[config.mk]
export PLATFORM = sky130hd
export DESIGN_NAME = websocket_frame_receiver
export DESIGN_NICKNAME = d
export VERILOG_FILES = /design/src/rtl/core/wfr_pkg.sv /design/src/rtl/core/wfr_parser.sv /design/src/rtl/core/wfr_cmd_fifo.sv /design/src/rtl/core/wfr_emitter.sv /design/src/rtl/core/websocket_frame_receiver.sv
export SDC_FILE = /design/constraint.sdc
export NUM_CORES = 1
export LEC_CHECK = 0
export ABC_AREA = 1
export BUFFER_PORTS_ARGS = -buffer_cell sky130_fd_sc_hd__buf_2
export CORE_AREA = 2 2 167 169
export DETAILED_ROUTE_END_ITERATION = 10
export DIE_AREA = 0 0 169 171
export GPL_TIMING_DRIVEN = 0
export MAX_ROUTING_LAYER = met4
export PLACE_DENSITY = 0.75
export SYNTH_ARGS = -nofsm -noshare
export SYNTH_HDL_FRONTEND = slang
export SYNTH_SLANG_ARGS = --single-unit
[constraint.sdc]
create_clock -name clock -period 4.85 [get_ports clock]
set_input_delay 1.455 -clock clock [delete_from_list [all_inputs] [get_ports clock]]
set_output_delay 1.455 -clock clock [all_outputs]
set_load 0.02 [all_outputs]
[src/rtl/core/wfr_pkg.sv]
package wfr_pkg;

   typedef enum logic [2:0] {
      PH_HDR0    = 3'd0,
      PH_HDR1    = 3'd1,
      PH_EXT16   = 3'd2,
      PH_EXT64   = 3'd3,
      PH_MASK    = 3'd4,
      PH_PAYLOAD = 3'd5
   } phase_type;

   localparam logic [1:0] KIND_DATA   = 2'd0;
   localparam logic [1:0] KIND_END    = 2'd1;
   localparam logic [1:0] KIND_REJECT = 2'd2;

   localparam logic CSR_LINK_OPEN = 1'b0;
   localparam logic CSR_CAPACITY  = 1'b1;

   localparam logic [16:0] CAP_RESET = 17'd1024;
   localparam logic [16:0] CAP_MAX   = 17'd65536;

   localparam logic [6:0] LEN_EXT16 = 7'd126;
   localparam logic [6:0] LEN_EXT64 = 7'd127;

   localparam logic [2:0] EXT16_BYTES = 3'd2;
   localparam logic [2:0] EXT64_WRAP  = 3'd0;
   localparam logic [2:0] KEY_BYTES   = 3'd4;

   localparam int CMD_DEPTH = 4;
   localparam int CMD_AW    = $clog2(CMD_DEPTH);

   // settings seen by the parser
   typedef struct packed {
      logic        link_open;
      logic [16:0] capacity;
   } cfg_type;

   // one parsed byte: a payload byte, an end marker, both, or a reject
   typedef struct packed {
      logic        reject;
      logic        byte_v;
      logic        end_v;
      logic [7:0]  data;
      logic [3:0]  opcode;
      logic        final_bit;
      logic [16:0] length;
   } cmd_type;

endpackage

[src/rtl/core/wfr_parser.sv]
module wfr_parser (
   input  logic             clock,
   input  logic             reset,
   input  wfr_pkg::cfg_type cfg,
   input  logic             accept,
   input  logic [7:0]       rx_byte,
   output logic             cmd_push,
   output wfr_pkg::cmd_type cmd
);

   wfr_pkg::phase_type phase_ff, phase_in;
   logic [2:0]  cnt_ff, cnt_in;
   logic [63:0] remain_ff, remain_in;
   logic [1:0]  offset_ff, offset_in;
   logic [31:0] key_ff, key_in;
   logic        masked_ff, masked_in;
   logic        final_ff, final_in;
   logic [3:0]  opcode_ff, opcode_in;
   logic [16:0] kept_ff, kept_in;

   logic        live;
   logic [6:0]  len7;
   logic [63:0] ext_len;
   logic [63:0] hdr_len;
   logic [2:0]  cnt_inc;
   logic        hdr_done;
   logic        mask_done;
   logic        last_byte;
   logic        keep_byte;
   logic        masked_now;
   logic        frame_end;
   logic        end_emit;
   logic [16:0] kept_next;
   logic [7:0]  key_byte;
   logic [7:0]  data_out;

   assign live = accept && cfg.link_open;

   // decode of the current byte
   always_comb begin
      len7       = rx_byte[6:0];
      ext_len    = {remain_ff[55:0], rx_byte};
      cnt_inc    = cnt_ff + 3'd1;
      hdr_done   = 1'b0;
      hdr_len    = ext_len;
      mask_done  = 1'b0;
      last_byte  = 1'b0;
      keep_byte  = 1'b0;
      masked_now = (phase_ff == wfr_pkg::PH_HDR1) ? rx_byte[7] : masked_ff;
      if (live) begin
         case (phase_ff)
            wfr_pkg::PH_HDR1: begin
               if (len7 != wfr_pkg::LEN_EXT16 && len7 != wfr_pkg::LEN_EXT64) begin
                  hdr_done = 1'b1;
                  hdr_len  = {57'd0, len7};
               end
            end
            wfr_pkg::PH_EXT16: hdr_done = (cnt_inc == wfr_pkg::EXT16_BYTES);
            wfr_pkg::PH_EXT64: hdr_done = (cnt_inc == wfr_pkg::EXT64_WRAP);
            wfr_pkg::PH_MASK:  mask_done = (cnt_inc == wfr_pkg::KEY_BYTES);
            wfr_pkg::PH_PAYLOAD: begin
               keep_byte = (kept_ff < cfg.capacity);
               // remaining count never drops below one inside the payload
               last_byte = (remain_ff == 64'd1);
            end
            default: ;
         endcase
      end
      frame_end = (hdr_done && !masked_now && hdr_len == 64'd0)
                  || (mask_done && remain_ff == 64'd0) || last_byte;
      kept_next = keep_byte ? kept_ff + 17'd1 : kept_ff;
      end_emit  = frame_end && (final_ff || kept_next >= cfg.capacity);
      case (offset_ff)
         2'd0:    key_byte = key_ff[31:24];
         2'd1:    key_byte = key_ff[23:16];
         2'd2:    key_byte = key_ff[15:8];
         default: key_byte = key_ff[7:0];
      endcase
      data_out = masked_ff ? (rx_byte ^ key_byte) : rx_byte;
   end

   // next phase
   always_comb begin
      phase_in = phase_ff;
      if (live) begin
         case (phase_ff)
            wfr_pkg::PH_HDR0: phase_in = wfr_pkg::PH_HDR1;
            wfr_pkg::PH_HDR1: begin
               if (len7 == wfr_pkg::LEN_EXT16) begin
                  phase_in = wfr_pkg::PH_EXT16;
               end else if (len7 == wfr_pkg::LEN_EXT64) begin
                  phase_in = wfr_pkg::PH_EXT64;
               end
            end
            wfr_pkg::PH_EXT16:   phase_in = wfr_pkg::PH_EXT16;
            wfr_pkg::PH_EXT64:   phase_in = wfr_pkg::PH_EXT64;
            wfr_pkg::PH_MASK: begin
               if (mask_done) begin
                  phase_in = wfr_pkg::PH_PAYLOAD;
               end
            end
            wfr_pkg::PH_PAYLOAD: phase_in = wfr_pkg::PH_PAYLOAD;
            default:             phase_in = wfr_pkg::PH_HDR0;
         endcase
         if (hdr_done) begin
            phase_in = masked_now ? wfr_pkg::PH_MASK : wfr_pkg::PH_PAYLOAD;
         end
         if (frame_end) begin
            phase_in = wfr_pkg::PH_HDR0;
         end
      end
   end

   // frame state and command out
   always_comb begin
      cnt_in    = cnt_ff;
      remain_in = remain_ff;
      offset_in = offset_ff;
      key_in    = key_ff;
      masked_in = masked_ff;
      final_in  = final_ff;
      opcode_in = opcode_ff;
      kept_in   = kept_ff;
      if (live) begin
         case (phase_ff)
            wfr_pkg::PH_HDR0: begin
               final_in  = rx_byte[7];
               opcode_in = rx_byte[3:0];
            end
            wfr_pkg::PH_HDR1: begin
               masked_in = rx_byte[7];
               key_in    = 32'd0;
               cnt_in    = 3'd0;
               remain_in = (len7 == wfr_pkg::LEN_EXT16 || len7 == wfr_pkg::LEN_EXT64)
                           ? 64'd0 : {57'd0, len7};
            end
            wfr_pkg::PH_EXT16, wfr_pkg::PH_EXT64: begin
               remain_in = ext_len;
               cnt_in    = cnt_inc;
            end
            wfr_pkg::PH_MASK: begin
               key_in = {key_ff[23:0], rx_byte};
               cnt_in = mask_done ? 3'd0 : cnt_inc;
            end
            wfr_pkg::PH_PAYLOAD: begin
               remain_in = remain_ff - 64'd1;
               offset_in = offset_ff + 2'd1;
            end
            default: cnt_in = 3'd0;
         endcase
         if (hdr_done || frame_end) begin
            cnt_in    = 3'd0;
            offset_in = 2'd0;
         end
         kept_in = end_emit ? 17'd0 : kept_next;
      end

      cmd_push      = (accept && !cfg.link_open) || keep_byte || end_emit;
      cmd.reject    = !cfg.link_open;
      cmd.byte_v    = keep_byte;
      cmd.end_v     = end_emit;
      cmd.data      = data_out;
      cmd.opcode    = opcode_ff;
      cmd.final_bit = final_ff;
      cmd.length    = kept_next;
   end

   always_ff @(posedge clock) begin
      if (reset) begin
         phase_ff  <= wfr_pkg::PH_HDR0;
         cnt_ff    <= 3'd0;
         remain_ff <= 64'd0;
         offset_ff <= 2'd0;
         key_ff    <= 32'd0;
         masked_ff <= 1'b0;
         final_ff  <= 1'b0;
         opcode_ff <= 4'd0;
         kept_ff   <= 17'd0;
      end else begin
         phase_ff  <= phase_in;
         cnt_ff    <= cnt_in;
         remain_ff <= remain_in;
         offset_ff <= offset_in;
         key_ff    <= key_in;
         masked_ff <= masked_in;
         final_ff  <= final_in;
         opcode_ff <= opcode_in;
         kept_ff   <= kept_in;
      end
   end

endmodule

[src/rtl/core/wfr_cmd_fifo.sv]
module wfr_cmd_fifo (
   input  logic             clock,
   input  logic             reset,
   input  logic             push,
   input  wfr_pkg::cmd_type wr_cmd,
   output logic             full,
   input  logic             pop,
   output logic             empty,
   output wfr_pkg::cmd_type head
);

   wfr_pkg::cmd_type mem_ff [wfr_pkg::CMD_DEPTH];

   logic [wfr_pkg::CMD_AW-1:0] wr_ptr_ff, wr_ptr_in;
   logic [wfr_pkg::CMD_AW-1:0] rd_ptr_ff, rd_ptr_in;
   logic [wfr_pkg::CMD_AW:0]   count_ff, count_in;
   logic                       do_push;
   logic                       do_pop;

   assign full    = (count_ff == (wfr_pkg::CMD_AW+1)'(wfr_pkg::CMD_DEPTH));
   assign empty   = (count_ff == '0);
   assign head    = mem_ff[rd_ptr_ff];
   assign do_push = push && !full;
   assign do_pop  = pop && !empty;

   always_comb begin
      wr_ptr_in = do_push ? wr_ptr_ff + 1'b1 : wr_ptr_ff;
      rd_ptr_in = do_pop ? rd_ptr_ff + 1'b1 : rd_ptr_ff;
      count_in  = count_ff;
      if (do_push && !do_pop) begin
         count_in = count_ff + 1'b1;
      end else if (do_pop && !do_push) begin
         count_in = count_ff - 1'b1;
      end
   end

   always_ff @(posedge clock) begin
      if (do_push) begin
         mem_ff[wr_ptr_ff] <= wr_cmd;
      end
   end

   always_ff @(posedge clock) begin
      if (reset) begin
         wr_ptr_ff <= '0;
         rd_ptr_ff <= '0;
         count_ff  <= '0;
      end else begin
         wr_ptr_ff <= wr_ptr_in;
         rd_ptr_ff <= rd_ptr_in;
         count_ff  <= count_in;
      end
   end

endmodule

[src/rtl/core/wfr_emitter.sv]
module wfr_emitter (
   input  logic             clock,
   input  logic             reset,
   input  wfr_pkg::cmd_type head,
   input  logic             head_empty,
   output logic             head_pop,
   input  logic             pop,
   output logic [1:0]       kind,
   output logic [7:0]       data_byte,
   output logic [3:0]       frame_opcode,
   output logic             frame_final,
   output logic [16:0]      message_length
);

   // set once the byte half of a byte-plus-end entry has gone out
   logic second_ff, second_in;
   logic take;
   logic two_words;

   assign take      = pop && !head_empty;
   assign two_words = head.byte_v && head.end_v;
   assign head_pop  = take && (!two_words || second_ff);

   always_comb begin
      if (head.reject) begin
         kind = wfr_pkg::KIND_REJECT;
      end else if (head.byte_v && !second_ff) begin
         kind = wfr_pkg::KIND_DATA;
      end else begin
         kind = wfr_pkg::KIND_END;
      end
      data_byte      = (kind == wfr_pkg::KIND_DATA) ? head.data : 8'd0;
      frame_opcode   = head.opcode;
      frame_final    = head.final_bit;
      message_length = head.length;

      second_in = second_ff;
      if (take) begin
         second_in = two_words && !second_ff;
      end
   end

   always_ff @(posedge clock) begin
      if (reset) begin
         second_ff <= 1'b0;
      end else begin
         second_ff <= second_in;
      end
   end

endmodule

[src/rtl/core/websocket_frame_receiver.sv]
// channel  | direction | handshake    | payload
// req      | in        | push / full  | req_rx_byte
// rsp      | out       | empty / pop  | rsp_kind, rsp_data_byte, rsp_frame_opcode,
//          |           |              | rsp_frame_final, rsp_message_length
// csr      | in        | csr_we       | csr_index, csr_data
//
// one byte accepted per cycle while full is low; the parser updates its frame state in the cycle
// a byte is taken and queues any resulting word for the emitter in the registered queue
// the last payload byte of a frame can yield two results, drained one per pop
// full rises when the four-entry queue between parser and emitter fills
// synchronous reset clears parser state, queue pointers, link open; capacity goes to 1024
module websocket_frame_receiver (
   input  logic        clock,
   input  logic        reset,
   input  logic        push,
   output logic        full,
   input  logic [7:0]  req_rx_byte,
   output logic        empty,
   input  logic        pop,
   output logic [1:0]  rsp_kind,
   output logic [7:0]  rsp_data_byte,
   output logic [3:0]  rsp_frame_opcode,
   output logic        rsp_frame_final,
   output logic [16:0] rsp_message_length,
   input  logic        csr_we,
   input  logic        csr_index,
   input  logic [16:0] csr_data
);

   logic             link_open_ff;
   logic [16:0]      capacity_ff;
   wfr_pkg::cfg_type cfg;
   logic             accept;
   logic             cmd_push;
   wfr_pkg::cmd_type cmd;
   wfr_pkg::cmd_type head;
   logic             head_pop;

   always_ff @(posedge clock) begin
      if (reset) begin
         link_open_ff <= 1'b0;
         capacity_ff  <= wfr_pkg::CAP_RESET;
      end else if (csr_we) begin
         if (csr_index == wfr_pkg::CSR_LINK_OPEN) begin
            link_open_ff <= csr_data[0];
         end
         if (csr_index == wfr_pkg::CSR_CAPACITY) begin
            capacity_ff <= csr_data;
         end
      end
   end

   // anything above 64k counts as 64k
   assign cfg    = {link_open_ff, capacity_ff[16] ? wfr_pkg::CAP_MAX : capacity_ff};
   assign accept = push && !full;

   wfr_parser u_parser (
      .clock    (clock),
      .reset    (reset),
      .cfg      (cfg),
      .accept   (accept),
      .rx_byte  (req_rx_byte),
      .cmd_push (cmd_push),
      .cmd      (cmd)
   );

   wfr_cmd_fifo u_fifo (
      .clock  (clock),
      .reset  (reset),
      .push   (cmd_push),
      .wr_cmd (cmd),
      .full   (full),
      .pop    (head_pop),
      .empty  (empty),
      .head   (head)
   );

   wfr_emitter u_emitter (
      .clock          (clock),
      .reset          (reset),
      .head           (head),
      .head_empty     (empty),
      .head_pop       (head_pop),
      .pop            (pop),
      .kind           (rsp_kind),
      .data_byte      (rsp_data_byte),
      .frame_opcode   (rsp_frame_opcode),
      .frame_final    (rsp_frame_final),
      .message_length (rsp_message_length)
   );

endmodule

==> summary.txt, run 1 <==
LOGIC SYNTHESIS
--------------------------------------------------------------------------------------------
Count of flip-flops with a built-in enable after synthesis ....................          132
Count of synthesis-stage warnings from yosys ..................................            0
Area share of the largest cell type after synthesis ...........................       0.2653
Mapped cell area ..............................................................    14940 um2
Adder-cell share of the synthesized area ......................................      0.04154
Synth Area in Compound Gates ..................................................       0.1797
Basic-gate share of the synthesized area counting and, or, nand and nor cells .       0.2324
Most common cell in the synthesized netlist ................................... sky130_fd_sc_hd__nand2_1
Synthesized area per cell .....................................................    7.937 um2
Dominant cells by area after synthesis ........................................ sky130_fd_sc_hd__edfxtp_1 27%, sky130_fd_sc_hd__dfxtp_1 21%, sky130_fd_sc_hd__nand2_1 8.2%, sky130_fd_sc_hd__nor2_1 7.5%, sky130_fd_sc_hd__a21oi_1 7.5%
Commonest register cell after synthesis ....................................... sky130_fd_sc_hd__dfxtp_1
Share of the yosys chip area belonging to registers ...........................       0.4731
Syn Inst Count ................................................................         1882
Yosys cell types ..............................................................           52
Async set-reset flop share out of synthesis ...................................            0
Seq cells post-synth ..........................................................          287
Library cell with the largest summed area after synthesis ..................... sky130_fd_sc_hd__edfxtp_1
Total nets after synthesis ....................................................         1962
Most frequent cells after synthesis ........................................... 325 x sky130_fd_sc_hd__nand2_1, 298 x sky130_fd_sc_hd__nor2_1, 223 x sky130_fd_sc_hd__a21oi_1, 183 x sky130_fd_sc_hd__o21ai_0, 155 x sky130_fd_sc_hd__dfxtp_1
Xor-xnor portion of the synthesized cell area .................................      0.01466
Main combinational cell family by area after synthesis ........................ simple AND/OR/NAND/NOR gates
Multiplexer share of the synthesized area .....................................            0

WORST SETUP PATH
--------------------------------------------------------------------------------------------
Terminus of the critical flop-to-flop path .................................... u_fifo.count_ff[2]$_SDFFE_PP0P_
CP required ...................................................................      5.30 ns
Reg2Reg Setup Slack ...........................................................      0.20 ns
Cell repeated most along the worst path ....................................... sky130_fd_sc_hd__nand2_1
Launch instance of the worst register-to-register path ........................ capacity_ff[16]$_SDFFE_PP0P_
Critical Path Source Type .....................................................    flip-flop
Critical path capture point type ..............................................    flip-flop
Cell family with most CP delay ................................................ simple AND/OR/NAND/NOR gates
Delay of the slowest cell on the worst path ...................................      0.39 ns
Highest fanout seen on the critical path ......................................           10
Arrival time reported for the critical path endpoint ..........................      5.10 ns
Slowest cell on the critical path ............................................. sky130_fd_sc_hd__fa_1
Worst R2R Path Depth ..........................................................           30
Worst Path Class, Setup .......................................................      reg2reg
Worst path buffer plus inverter count .........................................            5

STA
--------------------------------------------------------------------------------------------
Slew @ Worst Pin ..............................................................    0.7217 ns
Slew Viols, Final .............................................................            0
Final worst hold slack ........................................................    0.4662 ns
Number of hold violations in the final report .................................            0
Highest achievable clock rate .................................................    215.1 MHz
Final count of negative-setup-slack endpoints .................................            0
Crit path time final ..........................................................     4.649 ns
Share of the cycle needed by the critical path after routing ..................       0.9585
Clock tree skew after final layout ............................................   0.01476 ns
Worst slew margin .............................................................       0.5189
Unrepaired setup endpoints after global routing ...............................         true

CLOCK TREE
--------------------------------------------------------------------------------------------
Max H-tree Level ..............................................................            1
Clock tree buffer depth .......................................................            3
Clock network latency to the later pin of the worst-skew pair .................      0.56 ns
CTS clock-pin slew for the worst setup and hold paths .........................      0.07 ns
Clock Tree Root ............................................................... sky130_fd_sc_hd__clkbuf_16
Number of buffers created by CTS ..............................................           29
CTS tree ......................................................................        built
Clock Sinks ...................................................................          287
Total of hold buffers inserted after clock tree synthesis .....................            0

GLOBAL ROUTING
--------------------------------------------------------------------------------------------
Antenna violations before repair ..............................................            0
Pin count of the biggest net entering global routing ..........................           26
Global-route wire length before repair ........................................     67090 um
Global router's overall resource usage ........................................       0.2993
Total overflow reported by the global router ..................................            0
Number of global-route vias before repair .....................................        12900

RUN
--------------------------------------------------------------------------------------------
Max-cap violations ............................................................            0

FLOORPLANNING
--------------------------------------------------------------------------------------------
Horizontal die dimension ......................................................       169 um
Initial core utilization ......................................................       0.5467
# IOs .........................................................................           65
Die Span Y ....................................................................       171 um
FP Rows .......................................................................           61
Floorplan die area ............................................................    28900 um2
Total core area ...............................................................    27320 um2

DRT
--------------------------------------------------------------------------------------------
Number of nets with antenna violations after detailed routing .................            0
Number of remaining DRC errors ................................................            0
Routed WL per cell ............................................................     18.25 um
Number of DRC violations after detailed-routing iteration 0 ...................         1444
Post-DR vias/cell .............................................................        5.854
First-pass iteration count of the detailed router .............................            5
Total number of vias ..........................................................        13930
Detailed-route wire length ....................................................     43420 um

POWER AND IR DROP
--------------------------------------------------------------------------------------------
Sequential share of power .....................................................        0.400
Power spent charging and discharging nets .....................................      2293 uW
Cell-internal power ...........................................................      4601 uW
Part of the power in the clock network ........................................        0.343
Switching power as a share of total power .....................................       0.3326
Max rail drop VDD .............................................................    0.3472 mV
Leakage power .................................................................  0.007212 uW
Power Dens Cells .............................................................. 399.7 nW/um2
Part of the power in combinational logic ......................................        0.256

HOLD PATH
--------------------------------------------------------------------------------------------
Source of the worst hold timing path .......................................... u_parser.key_ff[30]$_SDFFE_PP0P_
End of the worst hold path .................................................... u_parser.key_ff[30]$_SDFFE_PP0P_
WHS Path Cells ................................................................            2
Hold WC Path Type .............................................................      reg2reg

OUTCOME
--------------------------------------------------------------------------------------------
Outcome ....................................................................... complete, no violations

FINISH
--------------------------------------------------------------------------------------------
Area delta synth->final .......................................................       15.46%
Area of all placed cells without fillers ......................................    17250 um2
Final Instance Count excl. Fillers ............................................         2379
N_diodes ......................................................................            0
Final net count ...............................................................         2090
Fraction of layout cells with a size suffix above 1 ...........................       0.1230

PLACEMENT
--------------------------------------------------------------------------------------------
Final Wtd Congestion ..........................................................       0.9811
Post-place instance area ......................................................    15810 um2
Placed Cells incl. Taps .......................................................         2295
Number of port buffers ........................................................           63
Hpwl dp .......................................................................     30620 um

-- flip-flops by register name (all words and copies together), names as in the netlist, named ones only --
| signal | count |
|---|---|
| u_parser.remain_ff | 64 |
| u_parser.phase_ff | 3 |
| u_parser.kept_ff | 17 |
| u_fifo.count_ff | 3 |
| link_open_ff | 1 |
| u_parser.key_ff | 32 |
| u_fifo.wr_ptr_ff | 2 |
| u_fifo.mem_ff | 132 |
| u_parser.offset_ff | 2 |
| capacity_ff | 17 |
| u_parser.cnt_ff | 3 |
| u_parser.masked_ff | 1 |
| u_parser.final_ff | 1 |
| u_emitter.second_ff | 1 |
| u_parser.opcode_ff | 4 |
| u_fifo.rd_ptr_ff | 2 |
-- worst max-delay path by stage --
stage                                       from                               to  slack [ns]  cells after the start
CTS                 capacity_ff[16]$_SDFFE_PP0P_  u_fifo.count_ff[2]$_SDFFE_PP0P_       0.007                     30
detailed placement  capacity_ff[16]$_SDFFE_PP0P_    u_fifo.mem_ff[0][7]$_DFFE_PP_       -0.49                     25
global route        capacity_ff[16]$_SDFFE_PP0P_  u_fifo.count_ff[2]$_SDFFE_PP0P_       -0.05                     30
global placement    capacity_ff[16]$_SDFFE_PP0P_   u_fifo.mem_ff[0][28]$_DFFE_PP_       -2.17                     24
floorplan                                   push    u_fifo.mem_ff[0][0]$_DFFE_PP_       -0.27                     13
finish              capacity_ff[16]$_SDFFE_PP0P_  u_fifo.count_ff[2]$_SDFFE_PP0P_        0.20                     30
-- final cells by class --
cell class | count | area, um2
Tap cell | 346 | 432.9
Fill cell | 2394 | 10080
Clock buffer | 30 | 729.5
Multi-Input combinational cell | 1375 | 7141
Clock inverter | 24 | 280.3
Timing Repair Buffer | 96 | 691.9
Inverter | 140 | 530.5
Buffer | 81 | 374.1
Sequential cell | 287 | 7068
-- cells by family after synthesis --
logic type      Yosys count
compound gates          495
xor+xnor                 25
fa+ha+maj                49
buf+inv                 221
flops                   287
simple gates            805
-- layer usage --
metal | global-route usage | wire length [um]
met1 | 0.3939 | 18280
met2 | 0.4918 | 20510
met3 | 0.03030 | 3409
met4 | 0.09439 | 1222
met5 | - | 0
-- stage by stage --
stage                 util  worst slack [ns]  total power, uW   TNS, ns
floorplan                -           -0.2708             3945    -35.75
global placement    0.5741            -2.167             4450   -281.78
detailed placement  0.5787           -0.4898             4521    -43.40
CTS                 0.6206          0.006803             6871         0
global route        0.6312          -0.04545             7166  -0.08772
finish              0.6312            0.2015             6894         0
-- cell usage in the layout, fill, tap and decap left out, types with 8 or more instances in the layout --
cell type / n
sky130_fd_sc_hd__buf_2: 73
sky130_fd_sc_hd__o21ai_1: 8
sky130_fd_sc_hd__a221oi_1: 11
sky130_fd_sc_hd__nor2_1: 293
sky130_fd_sc_hd__dfxtp_1: 154
sky130_fd_sc_hd__nand2_1: 321
sky130_fd_sc_hd__xor2_1: 18
sky130_fd_sc_hd__edfxtp_1: 132
sky130_fd_sc_hd__nand3_1: 77
sky130_fd_sc_hd__nand2_2: 10
sky130_fd_sc_hd__clkbuf_1: 60
sky130_fd_sc_hd__nor2_4: 11
sky130_fd_sc_hd__ha_1: 46
sky130_fd_sc_hd__o211ai_1: 9
sky130_fd_sc_hd__a21oi_1: 222
sky130_fd_sc_hd__o22ai_1: 24
sky130_fd_sc_hd__nand4_1: 22
sky130_fd_sc_hd__inv_1: 130
sky130_fd_sc_hd__inv_2: 8
sky130_fd_sc_hd__clkbuf_16: 31
sky130_fd_sc_hd__o21ai_0: 180
sky130_fd_sc_hd__nor3_1: 24
sky130_fd_sc_hd__nor2_2: 16
sky130_fd_sc_hd__a31oi_1: 10
sky130_fd_sc_hd__buf_4: 25
-- power groups by stage --
stage / Clock, uW / Sequential [uW] / Combinational (uW)
after floorplan: 0 / 2790 / 1160
final: 2370 / 2760 / 1770
after detailed placement: 0 / 2810 / 1710
after global routing: 2480 / 2770 / 1920
after global placement: 0 / 2810 / 1640
after CTS: 2380 / 2760 / 1730
-- tightest hold or removal path, stage by stage (launching register included) --
cell and delay [ns]:
sky130_fd_sc_hd__dfxtp_1 0.31, sky130_fd_sc_hd__nand2_1 0.06, sky130_fd_sc_hd__a21oi_1 0.05
-- what timing repair did --
| action | 4_1_cts | 5_1_grt |
|---|---|---|
| endpoints found under the setup margin | 135 | 135 |
| buffers inserted | 7 | 19 |
| resized for setup | 14 | 21 |
| gates cloned | 0 | 4 |
| pin swaps | 2 | 8 |
No activity file was read; power rests on OpenSTA's default activity.
==> run 2, diff against run 1 <==
--- a/config.mk
+++ b/config.mk
@@ -6,13 +6,12 @@
 export NUM_CORES = 1
 export LEC_CHECK = 0
 export ABC_AREA = 1
-export BUFFER_PORTS_ARGS = -buffer_cell sky130_fd_sc_hd__buf_2
-export CORE_AREA = 2 2 167 169
+export CORE_AREA = 2 2 164 166
 export DETAILED_ROUTE_END_ITERATION = 10
-export DIE_AREA = 0 0 169 171
+export DIE_AREA = 0 0 166 168
+export DONT_BUFFER_PORTS = 1
 export GPL_TIMING_DRIVEN = 0
-export MAX_ROUTING_LAYER = met4
-export PLACE_DENSITY = 0.75
+export PLACE_DENSITY = 0.76
 export SYNTH_ARGS = -nofsm -noshare
 export SYNTH_HDL_FRONTEND = slang
 export SYNTH_SLANG_ARGS = --single-unit
==> run 2 against run 1 <==
- flip-flop and latch count is the same
- total power shrank 4.0%
- critical path depth is the same
- final cell count shrank 2.8%
- sequential share of layout area grew 0.87 points
- register-to-register slack lost 0.15 ns
- largest power group unchanged
- highest routed layer unchanged
==> summary.txt, run 2 (synthesis results as in run 1) <==
STA
----------------------------------------------------------------------------------
Final sum of negative setup slack ...................................         0 ns
Highest achievable clock rate .......................................    208.5 MHz
Unrepaired setup endpoints after global routing .....................         true
Clock tree skew after final layout ..................................   0.01302 ns
Final count of negative-setup-slack endpoints .......................            0
Crit path time final ................................................     4.796 ns
Final worst hold slack ..............................................    0.4601 ns
Slew @ Worst Pin ....................................................    0.8727 ns
Slew Viols, Final ...................................................            0
Worst slew margin ...................................................       0.4137
Number of hold violations in the final report .......................            0
Share of the cycle needed by the critical path after routing ........       0.9889

DRT
----------------------------------------------------------------------------------
Post-DR vias/cell ...................................................        6.044
Number of DRC violations after detailed-routing iteration 0 .........         1648
Routed WL per cell ..................................................     18.99 um
Total number of vias ................................................        13980
Detailed-route wire length ..........................................     43930 um
Number of remaining DRC errors ......................................            0
First-pass iteration count of the detailed router ...................            6
Number of nets with antenna violations after detailed routing .......            0

POWER AND IR DROP
----------------------------------------------------------------------------------
Leakage power .......................................................  0.006936 uW
Max rail drop VDD ...................................................    0.2932 mV
Power Dens Cells .................................................... 392.1 nW/um2
Overall power consumption ...........................................      6621 uW

GLOBAL ROUTING
----------------------------------------------------------------------------------
Total overflow reported by the global router ........................            0
Number of global-route vias before repair ...........................        13010
Antenna violations before repair ....................................            1
Global-route wire length before repair ..............................     68040 um
Global router's overall resource usage ..............................       0.3006
Pin count of the biggest net entering global routing ................           22

WORST SETUP PATH
----------------------------------------------------------------------------------
Critical path capture point type ....................................    flip-flop
Cell repeated most along the worst path ............................. sky130_fd_sc_hd__nand2_1
Highest fanout seen on the critical path ............................           11
CP required .........................................................      5.28 ns
Slowest cell on the critical path ................................... sky130_fd_sc_hd__fa_2
Worst Path Class, Setup .............................................      reg2reg
Critical Path Source Type ...........................................    flip-flop
Delay of the slowest cell on the worst path .........................      0.36 ns
Arrival time reported for the critical path endpoint ................      5.23 ns

FINISH
----------------------------------------------------------------------------------
Most common library cell in the layout ignoring fill and taps ....... sky130_fd_sc_hd__nand2_1
Area of all placed cells without fillers ............................    16890 um2
Largest registers in the final layout ............................... u_fifo.mem_ff x132, u_parser.remain_ff x64, u_parser.key_ff x32
Final net count .....................................................         2029
Final Instance Count excl. Fillers ..................................         2313
Area delta synth->final .............................................       13.04%
Leading cell types in the layout, fill and taps excluded ............ 321 x sky130_fd_sc_hd__nand2_1, 292 x sky130_fd_sc_hd__nor2_1, 220 x sky130_fd_sc_hd__a21oi_1, 181 x sky130_fd_sc_hd__o21ai_0, 155 x sky130_fd_sc_hd__dfxtp_1
Flip-flop count of the largest register, all copies and words added .          132
Filler Cell Count ...................................................         2218
N_diodes ............................................................            0
Fraction of layout cells with a size suffix above 1 .................      0.09229
Register name with the most flops ................................... u_fifo.mem_ff

CLOCK TREE
----------------------------------------------------------------------------------
CTS tree ............................................................        built
CTS clock-pin slew for the worst setup and hold paths ...............      0.06 ns
Number of buffers created by CTS ....................................           29
Clock Sinks .........................................................          287
Max H-tree Level ....................................................            1
Clock Tree Root ..................................................... sky130_fd_sc_hd__clkbuf_16
Clock tree buffer depth .............................................            3
Clock network latency to the later pin of the worst-skew pair .......      0.55 ns

PLACEMENT
----------------------------------------------------------------------------------
Final Wtd Congestion ................................................       0.9922
Hpwl dp .............................................................     30670 um
Post-place instance area ............................................    15500 um2
Number of port buffers ..............................................            0
Placed Cells incl. Taps .............................................         2227

HOLD PATH
----------------------------------------------------------------------------------
Hold WC Path Type ...................................................      reg2reg

FLOORPLANNING
----------------------------------------------------------------------------------
Total core area .....................................................    26350 um2
FP Rows .............................................................           60
Floorplan die area ..................................................    27890 um2
Horizontal die dimension ............................................       166 um
Initial core utilization ............................................       0.5669
# IOs ...............................................................           65
Die Span Y ..........................................................       168 um

RUN
----------------------------------------------------------------------------------
Max-cap violations ..................................................            0

OUTCOME
----------------------------------------------------------------------------------
Outcome ............................................................. complete, no violations

[run 2: cell types whose count changed in the layout (fill, tap and decap cells not counted), moves of 2 or more]
cell | before | now
sky130_fd_sc_hd__clkinv_1 | 1 | 3
sky130_fd_sc_hd__a21oi_1 | 222 | 220
sky130_fd_sc_hd__buf_16 | 2 | 4
sky130_fd_sc_hd__clkinv_4 | 4 | 0
sky130_fd_sc_hd__bufinv_16 | 5 | 3
sky130_fd_sc_hd__clkbuf_1 | 60 | 69
sky130_fd_sc_hd__buf_4 | 25 | 27
sky130_fd_sc_hd__a21oi_4 | 6 | 8
sky130_fd_sc_hd__clkinvlp_4 | 4 | 0
sky130_fd_sc_hd__buf_2 | 73 | 11
[run 2: final timing paths]
path | slack (ns) | start | cells past startpoint | end
hold reg to reg | 0.46 | capacity_ff[0]$_SDFFE_PP0P_ | 2 | capacity_ff[0]$_SDFFE_PP0P_
setup / recovery | 0.05 | capacity_ff[16]$_SDFFE_PP0P_ | 30 | u_fifo.count_ff[2]$_SDFFE_PP0P_
hold / removal | 0.46 | capacity_ff[0]$_SDFFE_PP0P_ | 2 | capacity_ff[0]$_SDFFE_PP0P_
setup reg to reg | 0.05 | capacity_ff[16]$_SDFFE_PP0P_ | 30 | u_fifo.count_ff[2]$_SDFFE_PP0P_
[run 2: timing repair]
action                                  4_1_cts  5_1_grt
gates cloned                                  0        3
buffers inserted                              7       22
endpoints found under the hold margin         0        0
pin swaps                                     1       13
endpoints found under the setup margin      134      134
gates resized for setup                      14       25
hold buffers                                  0        0
[run 2: power by group]
| part | switching, uW | internal, uW | total (uW) |
|---|---|---|---|
| Combinational | 1200 | 463 | 1660 |
| Clock | 933 | 1260 | 2200 |
| Sequential | 79.7 | 2680 | 2760 |
[run 2: cell type report]
cell class	instances	area [um2]	share of cell area
flip-flops and latches	287	7067	0.4185
multi-input cells	1375	7176	0.4249
repair buffers	35	395.4	0.02341
plain buffers	81	374.1	0.02215
inverters	140	530.5	0.03142
clock inverters	15	153.9	0.009114
well taps	341	426.7	0.02527
clock buffers	39	763.2	0.04520
[run 2: stage by stage]
stage,utilization,worst slack (ns)
3_5_place_dp,0.5884,-0.4190
6_report,0.6408,0.05367
5_1_grt,0.6408,-0.2088
2_1_floorplan,-,-0.2708
4_1_cts,0.6277,0.004973
3_3_place_gp,0.5831,-2.094
[run 2: metal layers]
metal  track usage  wire length (um)
met1        0.4080             17670
met5             0                 0
met3       0.04584              4169
met2        0.4911             20480
met4        0.1112              1610
[run 2: critical path: cells and delay by family (launching register included)]
family / cells / cell delay (ns)
DFF: 1 / 0.33
buffers and inverters: 5 / 0.56
adders and majority gates: 4 / 1.13
AOI/OAI and AO/OA: 7 / 0.82
and+or+nand+nor: 14 / 1.78
